$ cat config.mk
export PLATFORM = sky130hd
export DESIGN_NAME = crc_checked_frame_receiver_flat
export DESIGN_NICKNAME = d
export VERILOG_FILES = /design/src/cfr_pkg.sv /design/src/cfr_in_if.sv /design/src/cfr_out_if.sv /design/src/cfr_crc_serial.sv /design/src/crc_checked_frame_receiver.sv /design/src/flat_wrapper.sv
export SDC_FILE = /design/constraint.sdc
export NUM_CORES = 1
export LEC_CHECK = 0
export ABC_CLOCK_PERIOD_IN_PS = 2710
export BUFFER_PORTS_ARGS = -buffer_cell sky130_fd_sc_hd__buf_4
export CORE_AREA = 10 10 141 143
export CTS_CLUSTER_SIZE = 14
export DETAILED_ROUTE_END_ITERATION = 6
export DIE_AREA = 0 0 151 153
export PLACE_DENSITY = 0.79
export RECOVER_POWER = 50
export SYNTH_ARGS = -nofsm -noshare
export SYNTH_HDL_FRONTEND = slang
export SYNTH_SLANG_ARGS = --single-unit
$ cat constraint.sdc
create_clock -name clk -period 2.71 [get_ports clk]
set_clock_uncertainty 0.15 [all_clocks]
set_input_delay 0.6775 -clock clk [delete_from_list [all_inputs] [get_ports clk]]
set_output_delay 0.6775 -clock clk [all_outputs]
set_load 0.01 [all_outputs]
$ cat src/cfr_pkg.sv
`timescale 1ns / 1ps
`default_nettype none
// ----------------------------------------------------------------------------
// cfr_pkg
// Shared types and constants of the CRC-checked frame receiver: verdict
// codes, register indexes, CRC-32/BZIP2 constants and state encodings.
// ----------------------------------------------------------------------------
package cfr_pkg;

  // Default number of payload bytes in one frame.
  localparam int PAYLOAD_BYTES_DEF = 11;

  // Field widths fixed by the frame format.
  localparam int BYTE_W   = 8;
  localparam int POS_W    = 6;
  localparam int CRC_W    = 32;
  localparam int CFG_IDX_W = 2;

  // CRC-32/BZIP2: MSB first, init all ones, final XOR all ones.
  localparam logic [CRC_W-1:0] CRC_POLY = 32'h04C1_1DB7;
  localparam logic [CRC_W-1:0] CRC_ONES = 32'hFFFF_FFFF;

  // Reset values of the configuration registers.
  localparam logic [BYTE_W-1:0] RTX_CODE_RST = 8'd21;
  localparam logic [BYTE_W-1:0] ACK_CODE_RST = 8'd6;
  localparam logic [BYTE_W-1:0] PAD_BYTE_RST = 8'd255;

  // Configuration register indexes.
  localparam logic [CFG_IDX_W-1:0] CFG_RTX_CODE = 2'd0;
  localparam logic [CFG_IDX_W-1:0] CFG_ACK_CODE = 2'd1;
  localparam logic [CFG_IDX_W-1:0] CFG_PAD_BYTE = 2'd2;

  // Verdict codes reported with each result.
  localparam logic [1:0] VERDICT_CRC_BAD  = 2'd0;
  localparam logic [1:0] VERDICT_RESEND   = 2'd1;
  localparam logic [1:0] VERDICT_ACK_DROP = 2'd2;
  localparam logic [1:0] VERDICT_DATA     = 2'd3;

  // Position of the receiver within a frame.
  typedef enum logic [1:0] {
    PH_LEN     = 2'd0,
    PH_PAYLOAD = 2'd1,
    PH_CRC     = 2'd2
  } phase_t;

  // Sequencer states of the top level.
  typedef enum logic [2:0] {
    ST_IDLE,
    ST_CRC,
    ST_SWEEP,
    ST_DRAIN,
    ST_JUDGE,
    ST_SINGLE,
    ST_READ,
    ST_LOAD
  } fsm_t;

  // Control from the sequencer to the bit-serial CRC unit.
  typedef struct packed {
    logic start;  // load a new byte and begin shifting
    logic init;   // restart the CRC from all ones (length byte)
  } crc_ctrl_t;

endpackage : cfr_pkg
`default_nettype wire

$ cat src/cfr_in_if.sv
`timescale 1ns / 1ps
`default_nettype none
// ----------------------------------------------------------------------------
// cfr_in_if
// Valid/ready channel that carries received bytes into the frame receiver.
// ----------------------------------------------------------------------------
interface cfr_in_if;
  logic       valid;
  logic       ready;
  logic [7:0] rx_byte;

  modport source (output valid, output rx_byte, input ready);
  modport sink   (input valid, input rx_byte, output ready);
endinterface : cfr_in_if
`default_nettype wire

$ cat src/cfr_out_if.sv
`timescale 1ns / 1ps
`default_nettype none
// ----------------------------------------------------------------------------
// cfr_out_if
// Valid/ready channel that carries frame verdicts and payload bytes out.
// ----------------------------------------------------------------------------
interface cfr_out_if;
  logic       valid;
  logic       ready;
  logic [1:0] verdict;
  logic [7:0] frame_len;
  logic [7:0] payload_byte;
  logic [5:0] payload_pos;
  logic       last;

  modport source (output valid, output verdict, output frame_len, output payload_byte,
                  output payload_pos, output last, input ready);
  modport sink   (input valid, input verdict, input frame_len, input payload_byte,
                  input payload_pos, input last, output ready);
endinterface : cfr_out_if
`default_nettype wire

$ cat src/cfr_crc_serial.sv
`timescale 1ns / 1ps
`default_nettype none
// ----------------------------------------------------------------------------
// cfr_crc_serial
// Bit-serial CRC-32/BZIP2 unit: folds one byte into the running CRC, one
// bit per cycle, most significant bit first.
// ----------------------------------------------------------------------------
module cfr_crc_serial
  import cfr_pkg::*;
(
  input  wire logic              clk,
  input  wire logic              rst_n,
  input  wire crc_ctrl_t         ctrl,
  input  wire logic [BYTE_W-1:0] data_in,
  output logic [CRC_W-1:0]       crc,
  output logic                   busy
);

  logic [CRC_W-1:0]  crc_r,     crc_nxt;
  logic [BYTE_W-1:0] shift_r,   shift_nxt;
  logic [2:0]        bit_cnt_r, bit_cnt_nxt;
  logic              busy_r,    busy_nxt;
  logic              fb;

  // The data bit meets the CRC MSB; the result selects the polynomial.
  assign fb = crc_r[CRC_W-1] ^ shift_r[BYTE_W-1];

  always_comb begin
    crc_nxt     = crc_r;
    shift_nxt   = shift_r;
    bit_cnt_nxt = bit_cnt_r;
    busy_nxt    = busy_r;
    if (ctrl.start) begin
      shift_nxt   = data_in;
      bit_cnt_nxt = 3'd0;
      busy_nxt    = 1'b1;
      if (ctrl.init) begin
        crc_nxt = CRC_ONES;
      end
    end else if (busy_r) begin
      crc_nxt     = {crc_r[CRC_W-2:0], 1'b0} ^ (fb ? CRC_POLY : '0);
      shift_nxt   = {shift_r[BYTE_W-2:0], 1'b0};
      bit_cnt_nxt = bit_cnt_r + 3'd1;
      if (bit_cnt_r == 3'd7) begin
        busy_nxt = 1'b0;
      end
    end
  end

  always_ff @(posedge clk) begin
    if (!rst_n) begin
      crc_r     <= CRC_ONES;
      bit_cnt_r <= 3'd0;
      busy_r    <= 1'b0;
    end else begin
      crc_r     <= crc_nxt;
      bit_cnt_r <= bit_cnt_nxt;
      busy_r    <= busy_nxt;
    end
    shift_r <= shift_nxt;
  end

  assign crc  = crc_r;
  assign busy = busy_r;

endmodule : cfr_crc_serial
`default_nettype wire

$ cat src/crc_checked_frame_receiver.sv
`timescale 1ns / 1ps
`default_nettype none
// ----------------------------------------------------------------------------
// crc_checked_frame_receiver
// Frames received bytes into fixed-length frames, checks their CRC-32/BZIP2
// and reports a verdict or the accepted payload bytes.
// ----------------------------------------------------------------------------
// Usage: bytes enter one request at a time on the in_ch channel. A frame is
// one length byte, PAYLOAD_BYTES payload bytes and four CRC bytes, least
// significant first. Every length or payload byte is folded into the CRC by a
// bit-serial unit, so such a byte holds the input through its accept, the
// shifting of its eight bits and the return to idle; a CRC byte skips the unit.
// After the fourth CRC byte the payload memory is swept once to test for a
// control frame and the verdict is judged; then results go out on out_ch:
// one request for a bad CRC, a resend or an ack frame, or PAYLOAD_BYTES
// requests for a data frame, each one a memory read and then a load.
// An output register sits in front of out_ch; once the last result of a
// frame is loaded there, the next byte is accepted even while that result
// waits. If the receiver stalls, the sequencer holds until the register
// frees up, and in_ch stays not ready meanwhile.
// Reset (synchronous, rst_n low) returns to awaiting a length byte, restores
// the register defaults and drops any pending result. The cfg port writes a
// register at any edge with cfg_we high; it is meant to be used while idle.
// ----------------------------------------------------------------------------
module crc_checked_frame_receiver
  import cfr_pkg::*;
#(
  parameter int PAYLOAD_BYTES = PAYLOAD_BYTES_DEF
) (
  input  wire logic                 clk,
  input  wire logic                 rst_n,
  cfr_in_if.sink                    in_ch,
  cfr_out_if.source                 out_ch,
  input  wire logic                 cfg_we,
  input  wire logic [CFG_IDX_W-1:0] cfg_idx,
  input  wire logic [BYTE_W-1:0]    cfg_wdata
);

  // Index width for the payload memory; also wide enough for the CRC byte
  // count, since PAYLOAD_BYTES is at least three.
  localparam int IDX_W = $clog2(PAYLOAD_BYTES);
  localparam logic [IDX_W-1:0] IDX_LAST = IDX_W'(PAYLOAD_BYTES - 1);
  localparam logic [IDX_W-1:0] CRC_LAST = IDX_W'(3);

  // Configuration registers.
  logic [BYTE_W-1:0] rtx_code_r;
  logic [BYTE_W-1:0] ack_code_r;
  logic [BYTE_W-1:0] pad_byte_r;

  // Frame state.
  fsm_t              state_r, state_nxt;
  phase_t            phase_r;
  logic [IDX_W-1:0]  cnt_r;
  logic [IDX_W-1:0]  idx_r;
  logic [CRC_W-1:0]  rcrc_r;
  logic [BYTE_W-1:0] len_r;
  logic [1:0]        verdict_r;

  // Control frame test, built up during the sweep.
  logic              chk_v_r;
  logic              chk_first_r;
  logic              rtx_hit_r;
  logic              ack_hit_r;
  logic              pad_ok_r;

  // Payload memory with a registered read port.
  logic [BYTE_W-1:0] pay_mem [PAYLOAD_BYTES];
  logic [BYTE_W-1:0] rd_data_r;
  logic              mem_we;
  logic              mem_re;

  // Output register.
  logic              out_valid_r;
  logic [1:0]        out_verdict_r;
  logic [BYTE_W-1:0] out_len_r;
  logic [BYTE_W-1:0] out_byte_r;
  logic [POS_W-1:0]  out_pos_r;
  logic              out_last_r;
  logic              out_free;
  logic              out_load_single;
  logic              out_load_data;

  // CRC unit.
  crc_ctrl_t         crc_ctrl;
  logic [CRC_W-1:0]  crc_val;
  logic              crc_busy;

  logic              in_acc;
  logic              frame_done;
  logic              crc_ok;
  logic              ctl_len;
  logic [1:0]        verdict_sel;

  cfr_crc_serial u_crc (
    .clk     (clk),
    .rst_n   (rst_n),
    .ctrl    (crc_ctrl),
    .data_in (in_ch.rx_byte),
    .crc     (crc_val),
    .busy    (crc_busy)
  );

  assign in_acc     = in_ch.valid && in_ch.ready;
  assign frame_done = in_acc && (phase_r == PH_CRC) && (cnt_r == CRC_LAST);
  assign out_free   = !out_valid_r || out_ch.ready;

  // Verdict priority: CRC mismatch, then retransmit, then ack, else data.
  assign crc_ok  = (rcrc_r == ~crc_val);
  assign ctl_len = (len_r == BYTE_W'(1)) && pad_ok_r;

  always_comb begin
    if (!crc_ok) begin
      verdict_sel = VERDICT_CRC_BAD;
    end else if (ctl_len && rtx_hit_r) begin
      verdict_sel = VERDICT_RESEND;
    end else if (ctl_len && ack_hit_r) begin
      verdict_sel = VERDICT_ACK_DROP;
    end else begin
      verdict_sel = VERDICT_DATA;
    end
  end

  // Next-state logic.
  always_comb begin
    state_nxt = state_r;
    case (state_r)
      ST_IDLE: begin
        if (in_acc) begin
          case (phase_r)
            PH_CRC:  state_nxt = frame_done ? ST_SWEEP : ST_IDLE;
            default: state_nxt = ST_CRC;
          endcase
        end
      end
      ST_CRC: begin
        if (!crc_busy) begin
          state_nxt = ST_IDLE;
        end
      end
      ST_SWEEP: begin
        if (idx_r == IDX_LAST) begin
          state_nxt = ST_DRAIN;
        end
      end
      ST_DRAIN:  state_nxt = ST_JUDGE;
      ST_JUDGE:  state_nxt = (verdict_sel == VERDICT_DATA) ? ST_READ : ST_SINGLE;
      ST_SINGLE: begin
        if (out_free) begin
          state_nxt = ST_IDLE;
        end
      end
      ST_READ:   state_nxt = ST_LOAD;
      ST_LOAD: begin
        if (out_free) begin
          state_nxt = (idx_r == IDX_LAST) ? ST_IDLE : ST_READ;
        end
      end
      default:   state_nxt = ST_IDLE;
    endcase
  end

  // Sequencer outputs. Ready is high throughout idle, so a valid request
  // there is an accepted one.
  always_comb begin
    in_ch.ready     = 1'b0;
    crc_ctrl        = '0;
    mem_we          = 1'b0;
    mem_re          = 1'b0;
    out_load_single = 1'b0;
    out_load_data   = 1'b0;
    case (state_r)
      ST_IDLE: begin
        in_ch.ready = 1'b1;
        if (in_ch.valid) begin
          case (phase_r)
            PH_PAYLOAD: begin
              crc_ctrl.start = 1'b1;
              mem_we         = 1'b1;
            end
            PH_CRC: begin
            end
            default: begin
              crc_ctrl.start = 1'b1;
              crc_ctrl.init  = 1'b1;
            end
          endcase
        end
      end
      ST_SWEEP:  mem_re          = 1'b1;
      ST_READ:   mem_re          = 1'b1;
      ST_SINGLE: out_load_single = out_free;
      ST_LOAD:   out_load_data   = out_free;
      default: begin
      end
    endcase
  end

  always_ff @(posedge clk) begin
    if (!rst_n) begin
      state_r <= ST_IDLE;
    end else begin
      state_r <= state_nxt;
    end
  end

  // Configuration registers.
  always_ff @(posedge clk) begin
    if (!rst_n) begin
      rtx_code_r <= RTX_CODE_RST;
      ack_code_r <= ACK_CODE_RST;
      pad_byte_r <= PAD_BYTE_RST;
    end else if (cfg_we) begin
      case (cfg_idx)
        CFG_RTX_CODE: rtx_code_r <= cfg_wdata;
        CFG_ACK_CODE: ack_code_r <= cfg_wdata;
        CFG_PAD_BYTE: pad_byte_r <= cfg_wdata;
        default: begin
        end
      endcase
    end
  end

  // Frame bookkeeping: phase, byte count, length and received CRC.
  always_ff @(posedge clk) begin
    if (!rst_n) begin
      phase_r <= PH_LEN;
      cnt_r   <= '0;
      rcrc_r  <= '0;
      len_r   <= '0;
    end else if (in_acc) begin
      case (phase_r)
        PH_PAYLOAD: begin
          if (cnt_r == IDX_LAST) begin
            cnt_r   <= '0;
            phase_r <= PH_CRC;
          end else begin
            cnt_r <= cnt_r + IDX_W'(1);
          end
        end
        PH_CRC: begin
          // CRC bytes arrive least significant first.
          rcrc_r <= {in_ch.rx_byte, rcrc_r[CRC_W-1:BYTE_W]};
          if (cnt_r == CRC_LAST) begin
            cnt_r   <= '0;
            phase_r <= PH_LEN;
          end else begin
            cnt_r <= cnt_r + IDX_W'(1);
          end
        end
        default: begin
          len_r   <= in_ch.rx_byte;
          rcrc_r  <= '0;
          cnt_r   <= '0;
          phase_r <= PH_PAYLOAD;
        end
      endcase
    end
  end

  // Sweep and emit index, sweep pipeline, verdict and control-frame flags.
  always_ff @(posedge clk) begin
    if (!rst_n) begin
      chk_v_r <= 1'b0;
    end else begin
      chk_v_r <= (state_r == ST_SWEEP);
    end
    chk_first_r <= (idx_r == '0);
    if (frame_done || state_r == ST_JUDGE) begin
      idx_r <= '0;
    end else if ((state_r == ST_SWEEP || out_load_data) && idx_r != IDX_LAST) begin
      idx_r <= idx_r + IDX_W'(1);
    end
    if (state_r == ST_JUDGE) begin
      verdict_r <= verdict_sel;
    end
    if (frame_done) begin
      pad_ok_r <= 1'b1;
    end else if (chk_v_r && !chk_first_r) begin
      pad_ok_r <= pad_ok_r && (rd_data_r == pad_byte_r);
    end
    if (chk_v_r && chk_first_r) begin
      rtx_hit_r <= (rd_data_r == rtx_code_r);
      ack_hit_r <= (rd_data_r == ack_code_r);
    end
  end

  // Payload memory.
  always_ff @(posedge clk) begin
    if (mem_we) begin
      pay_mem[cnt_r] <= in_ch.rx_byte;
    end
    if (mem_re) begin
      rd_data_r <= pay_mem[idx_r];
    end
  end

  // Output register.
  always_ff @(posedge clk) begin
    if (!rst_n) begin
      out_valid_r <= 1'b0;
    end else if (out_load_single || out_load_data) begin
      out_valid_r <= 1'b1;
    end else if (out_ch.ready) begin
      out_valid_r <= 1'b0;
    end
    if (out_load_single) begin
      out_verdict_r <= verdict_r;
      out_len_r     <= len_r;
      out_byte_r    <= '0;
      out_pos_r     <= '0;
      out_last_r    <= 1'b1;
    end else if (out_load_data) begin
      out_verdict_r <= VERDICT_DATA;
      out_len_r     <= len_r;
      out_byte_r    <= rd_data_r;
      out_pos_r     <= POS_W'(idx_r);
      out_last_r    <= (idx_r == IDX_LAST);
    end
  end

  assign out_ch.valid        = out_valid_r;
  assign out_ch.verdict      = out_verdict_r;
  assign out_ch.frame_len    = out_len_r;
  assign out_ch.payload_byte = out_byte_r;
  assign out_ch.payload_pos  = out_pos_r;
  assign out_ch.last         = out_last_r;

`ifndef SYNTHESIS
  // A new byte is never taken while the CRC unit is still shifting.
  a_no_accept_busy: assert property (@(posedge clk) disable iff (!rst_n)
    in_ch.ready |-> !crc_busy)
    else $error("input ready while CRC unit busy");

  // Every non-data verdict is a single, final result with no payload.
  a_single_last: assert property (@(posedge clk) disable iff (!rst_n)
    (out_ch.valid && out_ch.verdict != VERDICT_DATA) |->
      (out_ch.last && out_ch.payload_byte == '0 && out_ch.payload_pos == '0))
    else $error("non-data verdict not a single final result");

  // Data results never point beyond the payload, and last marks the final one.
  a_pos_range: assert property (@(posedge clk) disable iff (!rst_n)
    (out_ch.valid && out_ch.verdict == VERDICT_DATA) |->
      (out_ch.payload_pos <= POS_W'(PAYLOAD_BYTES - 1) &&
       out_ch.last == (out_ch.payload_pos == POS_W'(PAYLOAD_BYTES - 1))))
    else $error("payload position or last flag wrong");

  // Loading a result only happens into a free output register.
  a_load_free: assert property (@(posedge clk) disable iff (!rst_n)
    (out_load_single || out_load_data) |-> out_free)
    else $error("result loaded over a pending result");
`endif

endmodule : crc_checked_frame_receiver
`default_nettype wire

$ cat src/flat_wrapper.sv
// flat-port wrapper written by rule: the top's interface ports become plain ports
module crc_checked_frame_receiver_flat import cfr_pkg::*;
#(
  parameter int PAYLOAD_BYTES = PAYLOAD_BYTES_DEF
)
  (clk, rst_n, cfg_we, cfg_idx, cfg_wdata, in_ch_valid, in_ch_rx_byte, in_ch_ready, out_ch_valid, out_ch_verdict, out_ch_frame_len, out_ch_payload_byte, out_ch_payload_pos, out_ch_last, out_ch_ready);
  cfr_in_if in_ch_i ();
  cfr_out_if out_ch_i ();
  input  wire logic clk;
  input  wire logic rst_n;
  input  wire logic cfg_we;
  input  wire logic [CFG_IDX_W-1:0] cfg_idx;
  input  wire logic [BYTE_W-1:0] cfg_wdata;
  input wire logic [$bits(in_ch_i.valid)-1:0] in_ch_valid;
  input wire logic [$bits(in_ch_i.rx_byte)-1:0] in_ch_rx_byte;
  output wire logic [$bits(in_ch_i.ready)-1:0] in_ch_ready;
  output wire logic [$bits(out_ch_i.valid)-1:0] out_ch_valid;
  output wire logic [$bits(out_ch_i.verdict)-1:0] out_ch_verdict;
  output wire logic [$bits(out_ch_i.frame_len)-1:0] out_ch_frame_len;
  output wire logic [$bits(out_ch_i.payload_byte)-1:0] out_ch_payload_byte;
  output wire logic [$bits(out_ch_i.payload_pos)-1:0] out_ch_payload_pos;
  output wire logic [$bits(out_ch_i.last)-1:0] out_ch_last;
  input wire logic [$bits(out_ch_i.ready)-1:0] out_ch_ready;
  assign in_ch_i.valid = in_ch_valid;
  assign in_ch_i.rx_byte = in_ch_rx_byte;
  assign in_ch_ready = in_ch_i.ready;
  assign out_ch_valid = out_ch_i.valid;
  assign out_ch_verdict = out_ch_i.verdict;
  assign out_ch_frame_len = out_ch_i.frame_len;
  assign out_ch_payload_byte = out_ch_i.payload_byte;
  assign out_ch_payload_pos = out_ch_i.payload_pos;
  assign out_ch_last = out_ch_i.last;
  assign out_ch_i.ready = out_ch_ready;
  crc_checked_frame_receiver #(.PAYLOAD_BYTES(PAYLOAD_BYTES)) u_core (.clk(clk), .rst_n(rst_n), .in_ch(in_ch_i), .out_ch(out_ch_i), .cfg_we(cfg_we), .cfg_idx(cfg_idx), .cfg_wdata(cfg_wdata));
endmodule
==> flow_summary.ini, run 1 <==
[outcome]
run_status = complete, no violations

[setup_path]
reg2reg_slack_ns = 0.27
crit_required_ns = 1.88
critical_path_class = register to output port
worst_setup_path_end_kind = output port
cpMaxStageDelayCell = sky130_fd_sc_hd__dfxtp_1
worst-path-max-fanout = 11
worstPathArrival_ns = 1.61
critPathLaunchType = register
reg2reg_from = u_core.state_r[0]
timing.reg2reg.worst_path_depth = 5
most_used_cell_cp = sky130_fd_sc_hd__buf_4
cp_cell_sequence = or2_0, buf_4, nor2_1, buf_4
worst_path_dominant_cell_family = flip-flops
delay_of_the_slowest_cell_on_the_worst_path_ns = 0.51
path_buf_inv = 2
r2r_end = u_core.pay_mem[9][5]

[sta]
fin_hold_viols = 0
period_needed_ns = 2.44
worstMarginPinSlew_ns = 0.990
slew_headroom_pct = 33.9
timing_max_transition_violations_final = 0
rsz0062_at_grt = false
setup_viol = 0
timing.fmax_ghz = 0.409
timing.setup.tns_ns = 0
fin_worst_hold_slack_ns = 0.247
layout_worst_path_cycle_share_pct = 90.1

[grt]
met3_track_demand_over_resource_in_global_routing_pct = 2.98
grt_util_met2_pct = 30.4
first_global_vias = 6680
grt_pass1_wl_microns = 35900
grt_overflow_total = 0
top_usage_layer = met2
maximum_number_of_pins_on_one_net_before_global_route_repair = 49
global_route.usage.met1_pct = 26.1
initial_antenna_violation_count = 0
grt_use_total_pct = 19.1

[synth]
synth.distinct_cells = 56
synth_sequential_area_ratio_pct = 59.8
synth_enable_flop_cells = 118
syn_inst = 906
mappedNetlistArea_sq_um = 10300
postSynth.asyncResetShare_pct = 0
ys_top_cells_by_area = sky130_fd_sc_hd__edfxtp_1 34%, sky130_fd_sc_hd__dfxtp_1 25%, sky130_fd_sc_hd__nand2_1 4.6%, sky130_fd_sc_hd__xnor2_1 3.6%, sky130_fd_sc_hd__mux2i_1 3.5%
synthDominantAreaCellType = sky130_fd_sc_hd__edfxtp_1
postSynth.topFlopCell = sky130_fd_sc_hd__dfxtp_1
synthesis.yosys.warnings = 0
syn-mean-instance-area_sq_um = 11.4
yosys_reg_bits = 248
netlist.area_leader.share_pct = 34.5

[clocking]
postCtsResizedCells = 0
cts.reportedPaths.clkPinSlew_ns = 0.06
post_cts_setup_buffers = 0
cts-buffers-inserted = 25
cts.path.max_buffers = 3
clock_tree.htree_level_count = 1
hold_fix_buffers_cts = 0
sinks_on_clock_net = 248
clk_latency_ns = 0.51
tritoncts = built
ctsRootBufferMaster = sky130_fd_sc_hd__clkbuf_16

[hold_path]
worst_min_path_start = cfg_wdata[1]
hold_depth = 3
worst_hold_path_class = primary input to register
hold-path-endpoint = u_core.pad_byte_r[1]

[die]
fp.dieW_microns = 151
die-height_microns = 153
coreArea_sq_um = 17100
initial_core_util_pct = 60.3
ios = 50
die_area_sq_um = 23100
num_rows = 48

[detailed_routing]
drt-pass1-iter-count = 5
finalWirelength_microns = 22800
drc_marker_count_from_the_first_detailed_route_iteration = 559
ant_nets = 0
routedWlPerCell_microns = 19.2
via_per_inst = 5.90
routed-via-count = 7007
drc = 0

[final_layout]
final_common_cell = sky130_fd_sc_hd__dfxtp_1
num-fill-cells = 1262
register_containing_the_most_flip_flops_in_the_final_layout = u_core.pay_mem
antenna-diode-count = 0
drive_gt1_share_pct = 9.56
multi_input_comb_area_sq_um = 3810
num-nets-final = 979
flow.area_growth_from_synthesis_pct = 11.8
layout.area.seq_sq_um = 6150
largest_register_ff_count = 88
layout_common_cells = 130 x sky130_fd_sc_hd__dfxtp_1, 126 x sky130_fd_sc_hd__nand2_1, 118 x sky130_fd_sc_hd__edfxtp_1

[place]
finalWeightedCongestion = 0.852
buffer_ports.inserted = 47
dpl.hpwl_microns = 14500

[power_and_ir_drop]
p_leak_nw = 3.98
worst_ir_drop_vdd_v = 0.000549
cellPowerDensity_nw_per_um2 = 788

[job]
max_capacitance_violation_total = 0
how the worst max path moves through the flow:
stage                            from                    to  slack, ns  cells past startpoint
floorplan             u_core.idx_r[0]       u_core.idx_r[1]       0.30                     10
global placement          in_ch_valid  u_core.u_crc.crc[15]       0.26                      6
detailed placement        in_ch_valid  u_core.u_crc.crc[24]       0.23                      6
CTS                 u_core.state_r[0]           in_ch_ready       0.29                      4
global route          u_core.idx_r[0]       u_core.idx_r[1]       0.13                      7
finish              u_core.state_r[0]           in_ch_ready       0.27                      4
final cells by class:
class                      instances  area share (%)
multi-input combinational        583            33.1
clock buffer                      32            6.02
clock inverter                    12           0.740
tap                              225            2.45
timing repair buffer              70            3.63
sequential                       248            53.5
inverter                          17           0.555
metrics by stage:
step           worst slack [ns]  cell area (sq um)  total power [mW]  util, %  std cells
5_1_grt                   0.132              11500              9.40     67.4       1187
3_5_place_dp              0.231              10900              5.86     63.7       1143
2_1_floorplan             0.296              10300              5.42        -        907
4_1_cts                   0.291              11600              9.10     68.3       1187
6_report                  0.268              11500              9.05     67.4       1187
3_3_place_gp              0.263              10900              5.82     63.7       1143
power by group:
group	leakage, nW	internal [mW]	switching, mW
Combinational	1.47	0.613	0.913
Clock	0.389	1.89	1.38
Sequential	2.13	4.12	0.139
layer usage:
metal | share of wire (%) | up-vias | wire length [microns]
li1 | - | 3307 | -
met1 | 44 | 3417 | 9910
met2 | 48 | 245 | 10900
met3 | 6.3 | 38 | 1430
met4 | 2.6 | 0 | 588
met5 | 0 | - | 0
Yosys cell counts, types with 11 or more instances:
cell type and count:
sky130_fd_sc_hd__a21oi_1 51, sky130_fd_sc_hd__buf_2 12, sky130_fd_sc_hd__clkbuf_1 37, sky130_fd_sc_hd__dfxtp_1 130, sky130_fd_sc_hd__edfxtp_1 118, sky130_fd_sc_hd__ha_1 11
sky130_fd_sc_hd__inv_1 15, sky130_fd_sc_hd__mux2i_1 36, sky130_fd_sc_hd__mux4_2 16, sky130_fd_sc_hd__nand2_1 126, sky130_fd_sc_hd__nand3_1 54, sky130_fd_sc_hd__nand4_1 18
sky130_fd_sc_hd__nor2_1 43, sky130_fd_sc_hd__nor3_1 18, sky130_fd_sc_hd__o21ai_0 20, sky130_fd_sc_hd__o21ai_1 17, sky130_fd_sc_hd__o22ai_1 18, sky130_fd_sc_hd__xnor2_1 42
sky130_fd_sc_hd__xor2_1 32
cells by family after synthesis:
family / Yosys count / share of synthesized area, %
adders and majority gates: 11 / 1.34
other: 1 / 0.0365
AOI/OAI and AO/OA: 134 / 7.58
buffers and inverters: 76 / 3.28
and+or+nand+nor: 302 / 13.8
xor gates and xnor gates: 74 / 6.30
DFF: 248 / 59.8
muxes: 60 / 7.88
tightest hold or removal path: stages:
cell and delay (ns):
sky130_fd_sc_hd__buf_4 0.09, sky130_fd_sc_hd__nand2_1 0.04, sky130_fd_sc_hd__nand3_1 0.06
Power figures use the tool's default switching activity.
==> run 2: changes to the inputs <==
Settings changed: RECOVER_POWER 50 to unset.
==> run 2 against run 1 <==
Effect of this change: the run now ends with DRC left; via count up 0.76%; setup slack better by 0.012 ns; wire length up 0.11%; sequential cell count unchanged; worst hold slack better by 0.0010 ns; die area did not move; final cell count did not move; core utilization rose by 0.89 points; sequential share of layout area shrank 0.68 points; highest routed layer unchanged.
==> flow_summary.ini, run 2 (synthesis gave the netlist of run 1 again) <==
[detailed_routing]
drt-pass1-iter-count = 7
routed-wl-met2_microns = 10800
via_per_inst = 5.95
topRoutingLayerUsed = met4
routedWlPerCell_microns = 19.2
routed-via-count = 7060
ant_nets = 0
detail_route.wirelength.met1_microns = 9800
drc_marker_count_from_the_first_detailed_route_iteration = 632
drc = 2
met3RoutedLength_microns = 1600
finalWirelength_microns = 22800

[final_layout]
flow.area_growth_from_synthesis_pct = 13.2
layout_common_cells = 129 x sky130_fd_sc_hd__dfxtp_1, 126 x sky130_fd_sc_hd__nand2_1, 118 x sky130_fd_sc_hd__edfxtp_1
antenna-diode-count = 0
final_common_cell = sky130_fd_sc_hd__dfxtp_1
post_layout_nonfiller_instances = 1187
finalInstanceArea_sq_um = 11600
drive_gt1_share_pct = 13.9
largest_register_ff_count = 88
num-fill-cells = 1210
register_containing_the_most_flip_flops_in_the_final_layout = u_core.pay_mem
num-nets-final = 979
postLayoutCoreUtil_pct = 68.3

[sta]
layout_worst_path_cycle_share_pct = 89.7
fin_ws_ns = 0.280
timing.setup.tns_ns = 0
fin_worst_hold_slack_ns = 0.248
fin_hold_viols = 0
rsz0062_at_grt = false
timing.fmax_ghz = 0.412
setup_viol = 0
period_needed_ns = 2.43
slew_headroom_pct = 56.8
timing_max_transition_violations_final = 0
worstMarginPinSlew_ns = 0.648

[setup_path]
reg2reg_from = u_core.state_r[0]
worst-path-max-fanout = 11
worst_setup_path_end_kind = output port
setup.worst_path.end = in_ch_ready
timing.critical_path.from = u_core.state_r[0]
timing.reg2reg.worst_path_depth = 5
crit_required_ns = 1.88
reg2reg_slack_ns = 0.28
critPathLaunchType = register
r2r_end = u_core.pay_mem[9][5]
critical_path_class = register to output port
worstPathArrival_ns = 1.60

[power_and_ir_drop]
p_leak_nw = 4.14
fin_total_pwr_mw = 9.07
worst_ir_drop_vdd_v = 0.000550
fraction_of_power_consumed_by_sequential_logic_pct = 46.9
p_int_mw = 6.64
cellPowerDensity_nw_per_um2 = 779
switching_power_mw = 2.43
pwr-share-clk_pct = 36.0
pwr-share-comb_pct = 17.1
power.switching_fraction_pct = 26.8

[place]
dpl.cell_count = 1143
buffer_ports.inserted = 47
dpl.hpwl_microns = 14500
preCtsSetupSlack_ns = 0.231
dpl_cell_area_sq_um = 10900
finalWeightedCongestion = 0.852

[grt]
grt_use_total_pct = 19.1
grt_pass1_wl_microns = 35900
maximum_number_of_pins_on_one_net_before_global_route_repair = 49
grt_overflow_total = 0
initial_antenna_violation_count = 0
first_global_vias = 6680

[die]
ios = 50
die_area_sq_um = 23100
fp.dieW_microns = 151
initial_core_util_pct = 60.3
coreArea_sq_um = 17100
die-height_microns = 153
num_rows = 48

[clocking]
cts.path.max_buffers = 3
tritoncts = built
hold_fix_buffers_cts = 0
cts.reportedPaths.clkPinSlew_ns = 0.06
clk_latency_ns = 0.51
cts-buffers-inserted = 25
postCtsResizedCells = 0
ctsRootBufferMaster = sky130_fd_sc_hd__clkbuf_16
post_cts_setup_buffers = 0
sinks_on_clock_net = 248
clock_tree.htree_level_count = 1

[hold_path]
hold_depth = 3
worst_hold_path_class = primary input to register

[outcome]
failed_checks = DRC
run_status = finished with violations

[job]
max_capacitance_violation_total = 0
## run 2: cell types whose count changed in the layout (fill, tap and decap cells not counted), sizes merged
cell    change
clkbuf     -40
buf        +40
## run 2: critical path, cell delays in order, from the launching register on
cell                      delay [ns]
sky130_fd_sc_hd__dfxtp_1        0.41
sky130_fd_sc_hd__or2_1          0.28
sky130_fd_sc_hd__buf_4          0.17
sky130_fd_sc_hd__nor2_1         0.10
sky130_fd_sc_hd__buf_4          0.13
## run 2: worst min path at each step
stage                                        from                             to
finish                               cfg_wdata[2]           u_core.ack_code_r[2]
global route                         cfg_wdata[1]           u_core.pad_byte_r[1]
CTS                                  cfg_wdata[6]           u_core.pad_byte_r[6]
detailed placement  u_core.out_ch.payload_byte[3]  u_core.out_ch.payload_byte[3]
global placement    u_core.out_ch.payload_byte[3]  u_core.out_ch.payload_byte[3]
floorplan                         u_core.len_r[7]     u_core.out_ch.frame_len[7]
## run 2: power by group through the flow
stage               Clock, mW  Sequential [mW]  Combinational (mW)
floorplan                   0             4.26                1.16
global placement            0             4.33                1.49
detailed placement          0             4.33                1.53
CTS                      3.31             4.25                1.54
global route             3.47             4.27                1.68
finish                   3.27             4.26                1.55
## run 2: cell type report
class	instances	area, sq um	area share [%]
repair buffers	70	563	4.84
well taps	225	282	2.42
flip-flops and latches	248	6150	52.8
clock buffers	32	692	5.94
multi-input cells	583	3810	32.7
clock inverters	12	85.1	0.731
inverters	17	63.8	0.548
## run 2: per-layer routing
metal  global-route usage, %  vias to the layer above
li1                        -                     3303
met1                    26.1                     3452
met2                    30.4                      267
met3                    2.98                       38
met4                    6.28                        0
met5                       0                        -
